**config.mk**
```make
export PLATFORM = sky130hd
export DESIGN_NAME = led_pulse_item_encoder_unit
export DESIGN_NICKNAME = d
export VERILOG_FILES = /design/src/rtl/lpie_pkg.sv /design/src/rtl/lpie_queue.sv /design/src/rtl/lpie_front.sv /design/src/rtl/lpie_back.sv /design/src/rtl/led_pulse_item_encoder_unit.sv
export VERILOG_INCLUDE_DIRS = /design/src /design/src/rtl
export SDC_FILE = /design/constraint.sdc
export NUM_CORES = 1
export LEC_CHECK = 0
export BUFFER_PORTS_ARGS = -buffer_cell sky130_fd_sc_hd__buf_2
export CAP_MARGIN = 10
export CORE_MARGIN = 4
export CORE_UTILIZATION = 62
export DETAILED_ROUTE_END_ITERATION = 10
export GPL_TIMING_DRIVEN = 0
export MAX_ROUTING_LAYER = met4
export PLACE_DENSITY = 0.95
export REMOVE_ABC_BUFFERS = 1
export SLEW_MARGIN = 20
export SYNTH_ARGS = -nofsm -noshare
export SYNTH_HDL_FRONTEND = slang
export SYNTH_SLANG_ARGS = --single-unit
```
**constraint.sdc**
```tcl
create_clock -name i_clk -period 6.8 [get_ports i_clk]
set_clock_uncertainty 0.05 [all_clocks]
set_input_delay 1.02 -clock i_clk [delete_from_list [all_inputs] [get_ports i_clk]]
set_output_delay 1.02 -clock i_clk [all_outputs]
set_load 0.01 [all_outputs]
```
**src/rtl/led_pulse_item_encoder_unit_macros.svh**
```systemverilog
// Assertion helpers for the encoder modules.
`ifndef LED_PULSE_ITEM_ENCODER_UNIT_MACROS_SVH
`define LED_PULSE_ITEM_ENCODER_UNIT_MACROS_SVH

// Same-cycle implication, checked outside reset.
`define LPIE_ASSERT_NOW(label, ante, cons, msg) \
    label: assert property (@(posedge i_clk) disable iff (!i_rst_n) (ante) |-> (cons)) \
        else $error(msg);

// Next-cycle implication, checked outside reset.
`define LPIE_ASSERT_NEXT(label, ante, cons, msg) \
    label: assert property (@(posedge i_clk) disable iff (!i_rst_n) (ante) |=> (cons)) \
        else $error(msg);

`endif

```
**src/rtl/lpie_pkg.sv**
```systemverilog
package lpie_pkg;

    localparam int TICK_W = 15;
    localparam int CHUNK_W = 4;
    localparam int QUEUE_DEPTH = 2;

    localparam logic [CHUNK_W-1:0] MAX_CHUNK_LEN = 4'd8;

    localparam logic [2:0] REG_HIGH_TICKS_ZERO = 3'd0;
    localparam logic [2:0] REG_LOW_TICKS_ZERO  = 3'd1;
    localparam logic [2:0] REG_HIGH_TICKS_ONE  = 3'd2;
    localparam logic [2:0] REG_LOW_TICKS_ONE   = 3'd3;
    localparam logic [2:0] REG_CHUNK_LEN       = 3'd4;

    localparam logic [TICK_W-1:0]  RST_HIGH_TICKS_ZERO = 15'd16;
    localparam logic [TICK_W-1:0]  RST_LOW_TICKS_ZERO  = 15'd34;
    localparam logic [TICK_W-1:0]  RST_HIGH_TICKS_ONE  = 15'd32;
    localparam logic [TICK_W-1:0]  RST_LOW_TICKS_ONE   = 15'd18;
    localparam logic [CHUNK_W-1:0] RST_CHUNK_LEN       = 4'd8;

    // Bit-slot index of the end marker within one byte's run.
    localparam logic [3:0] MARKER_SLOT = 4'd8;
    localparam logic [3:0] LAST_BIT_SLOT = 4'd7;

    typedef struct packed {
        logic [TICK_W-1:0]  high_ticks_zero;
        logic [TICK_W-1:0]  low_ticks_zero;
        logic [TICK_W-1:0]  high_ticks_one;
        logic [TICK_W-1:0]  low_ticks_one;
        logic [CHUNK_W-1:0] chunk_len;
    } t_cfg;

    // Classified byte handed from front to back.
    typedef struct packed {
        logic [7:0] pixel_byte;
        logic       marker;
    } t_entry;

    // Queue status seen by its consumer and producer.
    typedef struct packed {
        logic full;
        logic empty;
    } t_q_stat;

endpackage

```
**src/rtl/lpie_queue.sv**
```systemverilog
module lpie_queue
    import lpie_pkg::*;
(
    input  logic    i_clk,
    input  logic    i_rst_n,
    input  logic    i_wr,
    input  t_entry  i_wdata,
    input  logic    i_rd,
    output t_entry  o_rdata,
    output t_q_stat o_stat
);

    localparam int PTR_W = (QUEUE_DEPTH > 1) ? $clog2(QUEUE_DEPTH) : 1;
    localparam int CNT_W = $clog2(QUEUE_DEPTH + 1);

    t_entry             r_mem [QUEUE_DEPTH];
    logic [PTR_W-1:0]   r_wp;
    logic [PTR_W-1:0]   r_rp;
    logic [CNT_W-1:0]   r_cnt;
    logic [PTR_W-1:0]   n_wp;
    logic [PTR_W-1:0]   n_rp;
    logic               wr_ok;
    logic               rd_ok;

    always_comb begin
        o_stat.full  = (r_cnt == CNT_W'(QUEUE_DEPTH));
        o_stat.empty = (r_cnt == '0);
        wr_ok = i_wr && !o_stat.full;
        rd_ok = i_rd && !o_stat.empty;
        n_wp = (r_wp == PTR_W'(QUEUE_DEPTH - 1)) ? '0 : r_wp + 1'b1;
        n_rp = (r_rp == PTR_W'(QUEUE_DEPTH - 1)) ? '0 : r_rp + 1'b1;
        o_rdata = r_mem[r_rp];
    end

    always_ff @(posedge i_clk) begin
        if (!i_rst_n) begin
            r_wp  <= '0;
            r_rp  <= '0;
            r_cnt <= '0;
        end else begin
            if (wr_ok) r_wp <= n_wp;
            if (rd_ok) r_rp <= n_rp;
            if (wr_ok && !rd_ok) begin
                r_cnt <= r_cnt + 1'b1;
            end else if (rd_ok && !wr_ok) begin
                r_cnt <= r_cnt - 1'b1;
            end
        end
    end

    always_ff @(posedge i_clk) begin
        if (wr_ok) r_mem[r_wp] <= i_wdata;
    end

endmodule

```
**src/rtl/lpie_front.sv**
```systemverilog
module lpie_front
    import lpie_pkg::*;
(
    input  logic               i_clk,
    input  logic               i_rst_n,
    input  logic               i_push,
    input  logic [7:0]         i_pixel_byte,
    input  logic               i_frame_last,
    input  logic [CHUNK_W-1:0] i_chunk_len,
    input  t_q_stat            i_q_stat,
    output logic               o_q_wr,
    output t_entry             o_q_wdata
);

    logic [CHUNK_W-1:0] r_bytes_in_chunk;
    logic [CHUNK_W-1:0] eff_chunk;
    logic [CHUNK_W:0]   count;
    logic               marker;

    always_comb begin
        // Clamp the chunk length into 1..MAX_CHUNK_LEN.
        if (i_chunk_len == '0) begin
            eff_chunk = CHUNK_W'(1);
        end else if (i_chunk_len > MAX_CHUNK_LEN) begin
            eff_chunk = MAX_CHUNK_LEN;
        end else begin
            eff_chunk = i_chunk_len;
        end
        count  = {1'b0, r_bytes_in_chunk} + 1'b1;
        marker = i_frame_last || (count >= {1'b0, eff_chunk});
        o_q_wr = i_push && !i_q_stat.full;
        o_q_wdata.pixel_byte = i_pixel_byte;
        o_q_wdata.marker     = marker;
    end

    always_ff @(posedge i_clk) begin
        if (!i_rst_n) begin
            r_bytes_in_chunk <= '0;
        end else if (o_q_wr) begin
            r_bytes_in_chunk <= marker ? '0 : count[CHUNK_W-1:0];
        end
    end

endmodule

```
**src/rtl/lpie_back.sv**
```systemverilog
module lpie_back
    import lpie_pkg::*;
(
    input  logic        i_clk,
    input  logic        i_rst_n,
    input  t_cfg        i_cfg,
    input  t_entry      i_q_rdata,
    input  t_q_stat     i_q_stat,
    output logic        o_q_rd,
    input  logic        i_pop,
    output logic        o_empty,
    output logic [31:0] o_pulse_item,
    output logic        o_end_marker,
    output logic        o_run_last
);

    `include "led_pulse_item_encoder_unit_macros.svh"

    logic        r_busy;
    logic [7:0]  r_byte;
    logic        r_marker;
    logic [3:0]  r_idx;
    logic        r_out_valid;
    logic [31:0] r_item;
    logic        r_end;
    logic        r_run_last;

    logic [31:0] n_item;
    logic        n_end;
    logic        n_run_last;
    logic        fin;
    logic        adv;

    always_comb begin
        fin = ((r_idx == LAST_BIT_SLOT) && !r_marker) || (r_idx == MARKER_SLOT);
        adv = r_busy && (!r_out_valid || i_pop);
        // Take the next byte as soon as the current one hands over its last item.
        o_q_rd = !i_q_stat.empty && (!r_busy || (adv && fin));
        if (r_idx == MARKER_SLOT) begin
            n_item     = '0;
            n_end      = 1'b1;
            n_run_last = 1'b1;
        end else begin
            if (r_byte[7]) begin
                n_item = {1'b0, i_cfg.low_ticks_one, 1'b1, i_cfg.high_ticks_one};
            end else begin
                n_item = {1'b0, i_cfg.low_ticks_zero, 1'b1, i_cfg.high_ticks_zero};
            end
            n_end      = 1'b0;
            n_run_last = (r_idx == LAST_BIT_SLOT) && !r_marker;
        end
    end

    always_ff @(posedge i_clk) begin
        if (!i_rst_n) begin
            r_busy      <= 1'b0;
            r_idx       <= '0;
            r_out_valid <= 1'b0;
        end else begin
            if (o_q_rd) begin
                r_busy <= 1'b1;
                r_idx  <= '0;
            end else if (adv) begin
                if (fin) begin
                    r_busy <= 1'b0;
                end else begin
                    r_idx <= r_idx + 1'b1;
                end
            end
            if (adv) begin
                r_out_valid <= 1'b1;
            end else if (i_pop) begin
                r_out_valid <= 1'b0;
            end
        end
    end

    always_ff @(posedge i_clk) begin
        if (o_q_rd) begin
            r_byte   <= i_q_rdata.pixel_byte;
            r_marker <= i_q_rdata.marker;
        end else if (adv) begin
            r_byte <= {r_byte[6:0], 1'b0};
        end
        if (adv) begin
            r_item     <= n_item;
            r_end      <= n_end;
            r_run_last <= n_run_last;
        end
    end

    assign o_empty      = !r_out_valid;
    assign o_pulse_item = r_item;
    assign o_end_marker = r_end;
    assign o_run_last   = r_run_last;

    `LPIE_ASSERT_NOW(a_marker_slot_only_with_marker, r_busy && (r_idx == MARKER_SLOT), r_marker, "marker slot reached without marker")
    `LPIE_ASSERT_NOW(a_no_read_mid_byte, o_q_rd, !r_busy || (adv && fin), "queue read while byte still in flight")
    `LPIE_ASSERT_NEXT(a_marker_item_fields, adv && (r_idx == MARKER_SLOT), r_end && r_run_last && (r_item == '0), "end marker item malformed")

endmodule

```
**src/rtl/led_pulse_item_encoder_unit.sv**
```systemverilog
// Channel   | Direction | Handshake        | Payload
// ----------+-----------+------------------+----------------------------------------
// bytes     | in        | push / full      | i_pixel_byte, i_frame_last
// items     | out       | empty / pop      | o_pulse_item, o_end_marker, o_run_last
// config    | in        | i_cfg_we         | i_cfg_idx, i_cfg_wdata
//
// Each byte yields 8 items, 9 when an end marker follows; the back-end
// bit sequencer emits one item per cycle into a single output register while no
// unpopped item waits there. A two-entry queue between front and back lets the next
// byte be accepted while the current one is still being sent.
// Withholding pop freezes the sequencer; full rises once both queue entries wait.
// A pushed byte is held in the queue, then in the sequencer, ahead of its first item.
// Reset is synchronous, active low; it restores register defaults and empties all stages.
module led_pulse_item_encoder_unit
    import lpie_pkg::*;
(
    input  logic              i_clk,
    input  logic              i_rst_n,
    input  logic              push,
    output logic              full,
    input  logic [7:0]        i_pixel_byte,
    input  logic              i_frame_last,
    output logic              empty,
    input  logic              pop,
    output logic [31:0]       o_pulse_item,
    output logic              o_end_marker,
    output logic              o_run_last,
    input  logic              i_cfg_we,
    input  logic [2:0]        i_cfg_idx,
    input  logic [TICK_W-1:0] i_cfg_wdata
);

    t_cfg    r_cfg;
    t_entry  q_wdata;
    t_entry  q_rdata;
    t_q_stat q_stat;
    logic    q_wr;
    logic    q_rd;

    always_ff @(posedge i_clk) begin
        if (!i_rst_n) begin
            r_cfg.high_ticks_zero <= RST_HIGH_TICKS_ZERO;
            r_cfg.low_ticks_zero  <= RST_LOW_TICKS_ZERO;
            r_cfg.high_ticks_one  <= RST_HIGH_TICKS_ONE;
            r_cfg.low_ticks_one   <= RST_LOW_TICKS_ONE;
            r_cfg.chunk_len       <= RST_CHUNK_LEN;
        end else if (i_cfg_we) begin
            unique case (i_cfg_idx)
                REG_HIGH_TICKS_ZERO: r_cfg.high_ticks_zero <= i_cfg_wdata;
                REG_LOW_TICKS_ZERO:  r_cfg.low_ticks_zero  <= i_cfg_wdata;
                REG_HIGH_TICKS_ONE:  r_cfg.high_ticks_one  <= i_cfg_wdata;
                REG_LOW_TICKS_ONE:   r_cfg.low_ticks_one   <= i_cfg_wdata;
                REG_CHUNK_LEN:       r_cfg.chunk_len       <= i_cfg_wdata[CHUNK_W-1:0];
                default: begin
                    // drop writes to unknown indexes
                end
            endcase
        end
    end

    lpie_front u_front (
        .i_clk         (i_clk),
        .i_rst_n       (i_rst_n),
        .i_push        (push),
        .i_pixel_byte  (i_pixel_byte),
        .i_frame_last  (i_frame_last),
        .i_chunk_len   (r_cfg.chunk_len),
        .i_q_stat      (q_stat),
        .o_q_wr        (q_wr),
        .o_q_wdata     (q_wdata)
    );

    lpie_queue u_queue (
        .i_clk   (i_clk),
        .i_rst_n (i_rst_n),
        .i_wr    (q_wr),
        .i_wdata (q_wdata),
        .i_rd    (q_rd),
        .o_rdata (q_rdata),
        .o_stat  (q_stat)
    );

    lpie_back u_back (
        .i_clk        (i_clk),
        .i_rst_n      (i_rst_n),
        .i_cfg        (r_cfg),
        .i_q_rdata    (q_rdata),
        .i_q_stat     (q_stat),
        .o_q_rd       (q_rd),
        .i_pop        (pop),
        .o_empty      (empty),
        .o_pulse_item (o_pulse_item),
        .o_end_marker (o_end_marker),
        .o_run_last   (o_run_last)
    );

    assign full = q_stat.full;

endmodule
```
; ---- Word level (Yosys, flattened, before mapping)
; Memories as Yosys holds them, arrays and structs flattened. A register that Yosys moved wholly into a read port is not among the register bits.
; Cells that the tools add are included.
[op_classes]
n_addsub = 6
n_lt_le_gt_ge = 2
n_eq_ne = 7
mux = 20
bitwise = 2
reduce_logical = 35
[op_table]
columns = op, count
row1 = 2-to-1 mux 31 bit, 1
row2 = 2-to-1 mux 8 bit, 2
row3 = AND reduction 2 bit, 7
row4 = 2-to-1 mux 1 bit, 12
row5 = 2-to-1 mux 4 bit, 3
row6 = logical AND 1 bit, 9
row7 = nonzero test 2 bit, 4
row8 = zero test 1 bit, 7
row9 = "== test 3 x 2 -> 1 bit, second input constant", 2
row10 = "adder 4 x 1 -> 5 bit, second input constant", 1
row11 = >= comparator 5 x 4 -> 1 bit, 1
row12 = "adder 4 x 1 -> 4 bit, second input constant", 1
row13 = "== test 4 x 3 -> 1 bit, second input constant", 1
row14 = "== test 4 bit, second input constant", 1
row15 = "greater-than comparator 4 bit, second input constant", 1
row16 = zero test 4 bit, 1
row17 = logical OR 1 bit, 4
row18 = 2-to-1 mux 2 bit, 2
row19 = "== test 3 x 1 -> 1 bit, second input constant", 1
row20 = "== test 3 bit, second input constant", 1
row21 = zero test 3 bit, 1
row22 = "adder 1 bit, second input constant", 2
row23 = "adder 2 x 1 -> 2 bit, second input constant", 1
row24 = "== test 2 bit, second input constant", 1
row25 = 4 further kinds, 5
[word_totals]
ff_bits = 121
ramBits = 18
out_inout_bits = 36
n_memories = 1
[memory_table]
columns = memory, words, word_bits, rd, rd_ports_with_merged_regs, wr, line_no
row1 = u_queue.r_mem, 2, 9, 1, 1, 1, lpie_queue.sv:16  ; t_entry r_mem [QUEUE_DEPTH];

; ---- Longest topological paths before layout
; Gate-level depths: netlist (run 1).
[depth]
word_depth = 10
mapped_depth = 13

; ---- Hierarchy
; A second synthesis (run 1) with hierarchy kept.
[hier_totals]
hier_cells = 490
area_unflattened_um2 = 5875.6
[by_module_without_submodules]
columns = module, instances, cells_each, area_per_inst_um2
row1 = led_pulse_item_encoder_unit, 1, 232, 2416.1
row2 = lpie_back, 1, 158, 2177.1
row3 = lpie_queue, 1, 53, 880.8
row4 = lpie_front, 1, 47, 401.6

; ---- Least setup slack after synthesis (run 1)
; OpenSTA, ideal clock, no wires.
[synth_timing]
path_type = input -> register
start = input port pop
end = register u_back.r_byte[0], enable pin
arrival_ns = 2.350
t_required_ns = 6.439
path_slack_ns = 4.089
cell_stages = 3
path_buffers = 0
cell_sequence = nand2b_1 and2_1 or2_2
[synth_between]
elab_chain_cells = 6
[synth_lines]
columns = item, line_no
row1 = from (decl), led_pulse_item_encoder_unit.sv:24  ; input logic pop,
row2 = logical OR 1 bit *, lpie_back.sv:36  ; adv = r_busy && (!r_out_valid || i_pop);
row3 = logical AND 1 bit *, lpie_back.sv:36
row4 = named net u_back.adv, lpie_back.sv:32  ; logic adv;
row5 = logical AND 1 bit, lpie_back.sv:38  ; o_q_rd = !i_q_stat.empty && (!r_busy || (adv && fin));
row6 = logical OR 1 bit, lpie_back.sv:38
row7 = logical AND 1 bit, lpie_back.sv:38
row8 = nonzero test 2 bit (no line) *, n/a
row9 = to (signal assigned), lpie_back.sv:80  ; r_byte <= i_q_rdata.pixel_byte;
row10 = to (signal assigned), lpie_back.sv:83  ; r_byte <= {r_byte[6:0], 1'b0};
row11 = to (decl), lpie_back.sv:20  ; logic [7:0] r_byte;
; Mark *: on every way through the listed nets, which the timed path passes. The rest lies on a longest branch.
; A chain may end at the register's enable or synchronous reset.

; ---- Final worst setup path (run 1)
[layout_timing]
start = register u_back.r_idx[0]
end = register u_queue.r_cnt[1]
[layout_between]
elab_chain_cells = 10
elab_cells_between_ends = 13
[layout_lines]
columns = item, line_no
row1 = from (decl), lpie_back.sv:22  ; logic [3:0] r_idx;
row2 = from (signal assigned), lpie_back.sv:67  ; r_idx <= r_idx + 1'b1;
row3 = == test 4 x 3 -> 1 bit, lpie_back.sv:35  ; fin = ((r_idx == LAST_BIT_SLOT) && !r_marker) || (r_idx == MARKER_SLOT);
row4 = logical AND 1 bit, lpie_back.sv:35
row5 = logical OR 1 bit *, lpie_back.sv:35
row6 = logical AND 1 bit *, lpie_back.sv:38
row7 = logical OR 1 bit *, lpie_back.sv:38
row8 = logical AND 1 bit *, lpie_back.sv:38
row9 = logical AND 1 bit *, lpie_queue.sv:29  ; rd_ok = i_rd && !o_stat.empty;
row10 = zero test 1 bit, lpie_queue.sv:43  ; if (wr_ok && !rd_ok) begin
row11 = logical AND 1 bit, lpie_queue.sv:43
row12 = 2-to-1 mux 2 bit / nonzero test 2 bit (equally long branches), n/a
row13 = to (signal assigned), lpie_queue.sv:44  ; r_cnt <= r_cnt + 1'b1;
row14 = to (signal assigned), lpie_queue.sv:46  ; r_cnt <= r_cnt - 1'b1;
row15 = to (decl), lpie_queue.sv:19  ; logic [CNT_W-1:0] r_cnt;
; Every way passes the cells marked *; elsewhere a longest branch is shown, timed or not.

==> metrics.cfg, run 1 <==
[detailed_routing]
dr.pass1.iters = 5
via_count = 4434
first_iter_violations = 426
route.detailed.drc = 0
drt_wl_total_mm = 14.2
ant_nets = 0
viasPerCell = 6.19
wl_per_cell_um = 19.9

[die]
die_h_um = 103
die-area_um2 = 10600
core-area_um2 = 8720
dieWidth_um = 103
ios = 68
std_cell_rows = 34
start_util_pct = 64.0

[pwr]
power_leakage_uw = 0.00265
cellPowerDensity_nw_per_um2 = 378
ir_worst_vdd_uv = 223

[yosys]
syn_area_um2 = 5580
synth_ff_type = dfxtp_1
synthCells = 537
yosysUniqueCellTypes = 43
synth_edf_count = 60
async_reset_ff_share_pct = 0
ys_warn_count = 0
synth_top_area_share_pct = 32.3
synth_seq_cells = 139
ys_top_cells_by_area = edfxtp_1 32%, dfxtp_1 28%, nand2_1 8.8%, mux2i_1 6.6%, a21oi_1 5.3%
synth_seq_area_share_pct = 60.6
avgSynthCellArea_um2 = 10.4
yosys.area.top_type = edfxtp_1

[cts]
clockBufferDepth = 2
cts_buffers = 17
post-cts-setup-buffers = 0
cts_tree = built
cts.htree.levels = 4
clock_sinks = 139
cts_resized = 0
clkTransAtPathRegs_ns = 0.06
cts_hold_buffers = 0
clk_latency_ns = 0.52
root_buffer = clkbuf_8

[placement]
dp_hpwl_mm = 8.00
placedCellCount = 684
portBuffers = 66
place_area_um2 = 6010
place.gp.congestion = 0.896

[setup_path]
critPathBufInv = 3
slowest_stage = nor2_4
critPathKind = flop to flop
endpoint_kind = flop
slowest_delay_ns = 0.64
arrival_ns = 3.71
critPathMaxFanout = 32
crit_chain = inv_1 > ha_1 > nand2_1 > nor2_4 > inv_2 > and2_4 > o22ai_4 > inv_1 > ha_1 > or3_1 > a21oi_1
start_kind = flop
critPathTopFamily = simple AND/OR/NAND/NOR gates
critPathRequiredTime_ns = 7.19

[status]
status = complete, no violations

[sta]
slew_violations = 0
setup_violations = 0
hold_viol_final = 0
slew-limit-headroom_pct = 44.2
finalCritPeriodShare_pct = 48.8
tns_ns = 0
rsz0062_at_grt = no
layout_min_cycle_time_ns = 3.32
max_freq_mhz = 301
hold-worst-slack_ns = 0.414
worstMarginPinSlew_ns = 0.834

[global_route]
grt_pass1_vias = 4576
grt_max_degree = 36
overflow = 0
grt_usage_pct = 28.9
antenna_found_initial = 0
grt_pass1_wl_mm = 22.4

[finish]
antenna_cells = 0
multi_input_comb_area_um2 = 2030
final_cells = 716
regArea_um2 = 3380
syn_to_final_growth_pct = 17.6
drive_above_1_share_pct = 19.9
fin_area_um2 = 6570
final_util_pct = 75.3
num-fill-cells = 452
fin_nets = 635

[job]
maxCapViolCount = 0

[worst_hold_path]
hp-class = flop to flop

## report_power, final
group          switching, µW  total [µW]  internal [µW]
clock                    357         869            512
combinational            282         504            222
sequential              74.3        1110           1030
total                    713        2480           1770
## logic make-up after synthesis
group                      count (synthesis)  synth area share [%]
AOI/OAI and AO/OA                         73                  7.24
xor gates and xnor gates                   6                 0.941
muxes                                     53                  9.86
adders and majority gates                  8                  1.79
DFF                                      139                  60.6
other                                      1                0.0672
buffers and inverters                     42                  3.18
and+or+nand+nor                          215                  16.3
## registers in the layout, summed over array words and instances, names as in the netlist, named ones only
| register | count |
|---|---|
| r_cfg | 64 |
| u_back.o_pulse_item | 31 |
| u_queue.r_mem | 18 |
| u_back.r_byte | 8 |
| u_back.r_idx | 4 |
| u_front.r_bytes_in_chunk | 4 |
| u_queue.r_cnt | 2 |
| u_back.o_end_marker | 1 |
| u_back.o_run_last | 1 |
| u_back.r_busy | 1 |
| u_back.r_marker | 1 |
| u_back.r_out_valid | 1 |
| u_queue.r_rp | 1 |
| u_queue.r_wp | 1 |
## Yosys cell counts (all sizes together) (2+ instances only)
master and n:
edfxtp 60, mux2 16, xor2 4, buf 11
ha 8, and3b 2, and3 3, nand2b 4
and2b 2, mux2i 37, a21oi 59, a22o 3
and2 3, nand2 131, dfxtp 79, xnor2 2
nor2 46, nor3 2, clkbuf 20, or3 2
inv 11, nand3 10, nand3b 2, nand4 2
nor4 2, o21ai 6
## worst min-delay path: cells and delay by family, from the launching register on
kind	cells	cell delay [ns]
DFF	1	0.31
AOI/OAI and AO/OA	1	0.06
and+or+nand+nor	1	0.05
## cells in the final DEF, fill, tap and decap left out, drive strengths merged, types with 4 or more instances in the layout
master,synthesis,routed
nand2,131,131
dfxtp,79,79
buf,11,70
edfxtp,60,60
a21oi,59,59
nor2,46,46
mux2i,37,37
clkbuf,20,21
mux2,16,16
inv,11,16
nand3,10,10
ha,8,8
o21ai,6,6
nand2b,4,4
xor2,4,4
## cell type report
class                      count  area share (%)
timing repair buffer          70            6.40
multi-input combinational    356            30.9
clock buffer                  21            6.86
clock inverter                11            1.64
tap                          108            2.06
inverter                      11           0.629
sequential                   139            51.5
## per-layer routing
layer  vias up  share of wire, %  track usage [%]
met4         0               5.3             16.2
li1       1959                 -                -
met1      2063                36             33.3
met3        99               9.4             7.31
met5         -                 0                -
met2       313                49             46.1
## metrics by stage
step,worst slack (ns),total power [µW]
after floorplan,3.95,1420
after global placement,3.33,1540
after detailed placement,3.65,1600
after CTS,3.50,2480
after global routing,3.25,2570
final,3.48,2480
## final timing paths
check / from / to / slack [ns] / cells after the start
worst max-delay path: u_back.r_idx[0] / u_queue.r_cnt[1] / 3.48 / 11
worst min-delay path: r_cfg[9] / r_cfg[9] / 0.41 / 2
worst max register to register: u_back.r_idx[0] / u_queue.r_cnt[1] / 3.48 / 11
worst min register to register: r_cfg[9] / r_cfg[9] / 0.41 / 2
Power figures use the tool's default switching activity.
==> inputs of run 2 (changes only) <==
--- a/config.mk
+++ b/config.mk
@@ -6,14 +6,15 @@
 export SDC_FILE = /design/constraint.sdc
 export NUM_CORES = 1
 export LEC_CHECK = 0
+export ABC_AREA = 1
 export BUFFER_PORTS_ARGS = -buffer_cell sky130_fd_sc_hd__buf_2
 export CAP_MARGIN = 10
 export CORE_MARGIN = 4
-export CORE_UTILIZATION = 62
+export CORE_UTILIZATION = 52
 export DETAILED_ROUTE_END_ITERATION = 10
 export GPL_TIMING_DRIVEN = 0
 export MAX_ROUTING_LAYER = met4
-export PLACE_DENSITY = 0.95
+export PLACE_DENSITY = 0.86
 export REMOVE_ABC_BUFFERS = 1
 export SLEW_MARGIN = 20
 export SYNTH_ARGS = -nofsm -noshare
==> constraint.sdc (replaced) <==
create_clock -name i_clk -period 2.96 [get_ports i_clk]
set_clock_uncertainty 0.05 [all_clocks]
set_input_delay 0.444 -clock i_clk [delete_from_list [all_inputs] [get_ports i_clk]]
set_output_delay 0.444 -clock i_clk [all_outputs]
set_load 0.01 [all_outputs]
==> metrics.cfg, run 2 <==
[yosys]
ys_warn_count = 0  ; unchanged
synth_edf_count = 60  ; unchanged
ys_top_cells_by_area = edfxtp_1 31%, dfxtp_1 28%, nand2_1 8.3%, o21ai_0 6.6%, inv_1 5.6%  ; was edfxtp_1 32%, dfxtp_1 28%, nand2_1 8.8%, mux2i_1 6.6%, a21oi_1 5.3%
synthCells = 625  ; was 537
syn_area_um2 = 5720  ; was 5580 µm²
yosysUniqueCellTypes = 32  ; was 43
synth_top_area_share_pct = 31.5  ; was 32.3%
avgSynthCellArea_um2 = 9.16  ; was 10.4 µm²
synth.most_common_cell = nand2_1  ; unchanged
synth_seq_cells = 139  ; unchanged
synth_ff_type = dfxtp_1  ; unchanged
yosys.area.top_type = edfxtp_1  ; unchanged
synthTopCellsByCount = 126 x nand2_1, 85 x inv_1, 79 x dfxtp_1  ; was 131 x nand2_1, 79 x dfxtp_1, 60 x edfxtp_1
synth_seq_area_share_pct = 59.1  ; was 60.6%
async_reset_ff_share_pct = 0  ; unchanged

[pwr]
ir_worst_vdd_uv = 348  ; was 223 µV
cellPowerDensity_nw_per_um2 = 874  ; was 378 nW/µm²
total_power_uw = 5850  ; was 2480 µW
power_leakage_uw = 0.00283  ; was 0.00265 µW

[placement]
dp_hpwl_mm = 7.76  ; was 8.00 mm
portBuffers = 66  ; unchanged
place.gp.congestion = 0.803  ; was 0.896
placedCellCount = 804  ; was 684
preCtsSetupSlack_ns = 0.439  ; was 3.65 ns

[worst_hold_path]
hold_path_depth = 1  ; was 2
whs_endpoint = u_queue.r_mem[0][5]  ; was r_cfg[9]
hp-class = input port to flop  ; was flop to flop
hp-start = i_pixel_byte[4]  ; was r_cfg[9]

[sta]
worstMarginPinSlew_ns = 1.02  ; was 0.834 ns
hold-worst-slack_ns = 0.0573  ; was 0.414 ns
tns_ns = 0  ; unchanged
hold_viol_final = 0  ; unchanged
setup_violations = 0  ; unchanged
setup_slack_ns = 0.408  ; was 3.48 ns
layout_min_cycle_time_ns = 2.55  ; was 3.32 ns
finalCritPeriodShare_pct = 86.2  ; was 48.8%
slew-limit-headroom_pct = 31.7  ; was 44.2%
rsz0062_at_grt = no  ; unchanged
slew_violations = 0  ; unchanged
max_freq_mhz = 392  ; was 301 MHz

[finish]
largest_reg_flops = 64  ; unchanged
fin_nets = 723  ; was 635
regArea_um2 = 3380  ; unchanged
top_register = r_cfg  ; unchanged
multi_input_comb_area_um2 = 1850  ; was 2030 µm²
num-fill-cells = 824  ; was 452
mostFrequentLayoutCells = 126 x nand2_1, 84 x inv_1, 79 x dfxtp_1  ; was 131 x nand2_1, 79 x dfxtp_1, 66 x buf_2
final_common_cell = nand2_1  ; unchanged
syn_to_final_growth_pct = 16.9  ; was 17.6%
final_cells = 836  ; was 716
antenna_cells = 0  ; unchanged
drive_above_1_share_pct = 17.7  ; was 19.9%

[detailed_routing]
route.detailed.drc = 0  ; unchanged
dr.pass1.iters = 5  ; unchanged
ant_nets = 0  ; unchanged
via_count = 4371  ; was 4434
first_iter_violations = 367  ; was 426
drt_wl_total_mm = 12.0  ; was 14.2 mm
wl_per_cell_um = 14.4  ; was 19.9 µm
viasPerCell = 5.23  ; was 6.19

[cts]
clockBufferDepth = 2  ; unchanged
clk_latency_ns = 0.53  ; was 0.52 ns
cts_hold_buffers = 0  ; unchanged
cts_resized = 0  ; unchanged
clkTransAtPathRegs_ns = 0.06  ; about the same
cts_tree = built  ; unchanged
cts.htree.levels = 4  ; unchanged
post-cts-setup-buffers = 0  ; unchanged
root_buffer = clkbuf_8  ; unchanged
cts_buffers = 17  ; unchanged
clock_sinks = 139  ; unchanged

[setup_path]
critPathMaxFanout = 33  ; was 32
arrival_ns = 2.91  ; was 3.71 ns
r2r_end = u_queue.r_cnt[1]  ; unchanged
critPathRequiredTime_ns = 3.32  ; was 7.19 ns
critPathKind = flop to flop  ; unchanged
reg2reg_depth = 12  ; was 11
endpoint_kind = flop  ; unchanged
start_kind = flop  ; unchanged
r2r_start = u_back.r_idx[0]  ; unchanged
reg2reg_slack_ns = 0.41  ; was 3.48 ns

[die]
start_util_pct = 53.0  ; was 64.0%
std_cell_rows = 38  ; was 34
core-area_um2 = 10800  ; was 8720 µm²
ios = 68  ; unchanged
die_h_um = 113  ; was 103 µm
die-area_um2 = 12800  ; was 10600 µm²
dieWidth_um = 113  ; was 103 µm

[job]
maxCapViolCount = 0  ; unchanged

[global_route]
overflow = 0  ; unchanged
grt_pass1_vias = 4497  ; was 4576
grt_usage_pct = 20.2  ; was 28.9%
antenna_found_initial = 0  ; unchanged
grt_pass1_wl_mm = 20.0  ; was 22.4 mm
grt_max_degree = 60  ; was 36

[status]
status = complete, no violations  ; unchanged

run 2: cell count changes after synthesis, sizes merged, moves of 4 or more:
cell,before,now
o21ai,6,91
nand2b,4,0
a21oi,59,53
mux2,16,1
inv,11,89
nand3,10,16
mux2i,37,7
run 2: area by class of cell:
| cell class | instances | area share [%] |
|---|---|---|
| clock inverters | 13 | 2.51 |
| well taps | 140 | 2.62 |
| inverters | 90 | 5.05 |
| multi-input cells | 367 | 27.6 |
| clock buffers | 19 | 6.30 |
| repair buffers | 68 | 5.33 |
| flip-flops and latches | 139 | 50.6 |
run 2: cells by family (layout without fill, tap and decap cells):
group | Yosys count | after routing | synth area share, %
fa+ha+maj | 8 | 8 | 1.75
xor+xnor | 6 | 6 | 0.918
flops | 139 | 139 | 59.1
buf+inv | 119 | 190 | 8.59
compound gates | 148 | 148 | 13.8
simple gates | 196 | 196 | 14.4
other cells | 1 | 1 | 0.0655
mux | 8 | 8 | 1.42
run 2: power breakdown:
group | leakage (µW) | switching [µW] | internal, µW
logic | 0.00135 | 766 | 394
registers | 0.00121 | 180 | 2430
clock network | 0.000273 | 790 | 1290
run 2: stage by stage:
stage / util [%] / area (µm²)
global placement: 56.3 / 6080
floorplan: - / 5570
detailed placement: 56.5 / 6100
global route: 62.0 / 6690
finish: 62.0 / 6690
CTS: 62.0 / 6690
run 2: critical path: stages, from the launching register on:
cell and delay, ns:
dfxtp_1 0.33, inv_1 0.10, ha_1 0.20, nand3_4 0.35, o21ai_2 0.24, nand2_2 0.09
nand2_4 0.10, nand2_4 0.18, ha_1 0.37, a21oi_1 0.11, o21ai_0 0.10, o21ai_0 0.16
a21oi_1 0.05
run 2: worst max path at each step:
stage,end,start,cells past startpoint
CTS,u_queue.r_cnt[1],u_back.r_idx[0],12
finish,u_queue.r_cnt[1],u_back.r_idx[0],12
detailed placement,u_queue.r_cnt[1],u_back.r_idx[0],12
global placement,u_queue.r_cnt[1],u_back.r_idx[0],12
floorplan,u_queue.r_cnt[1],u_back.r_idx[0],12
global route,u_queue.r_cnt[1],u_back.r_idx[0],12
run 2: routing by layer:
metal  GRT usage, %  vias up  part of all wire [%]
met5              -        -                     0
met2           34.0      169                    52
met1           22.0     2031                    40
met4           10.3        0                   2.9
met3           5.24       33                   6.0
li1               -     2138                     -
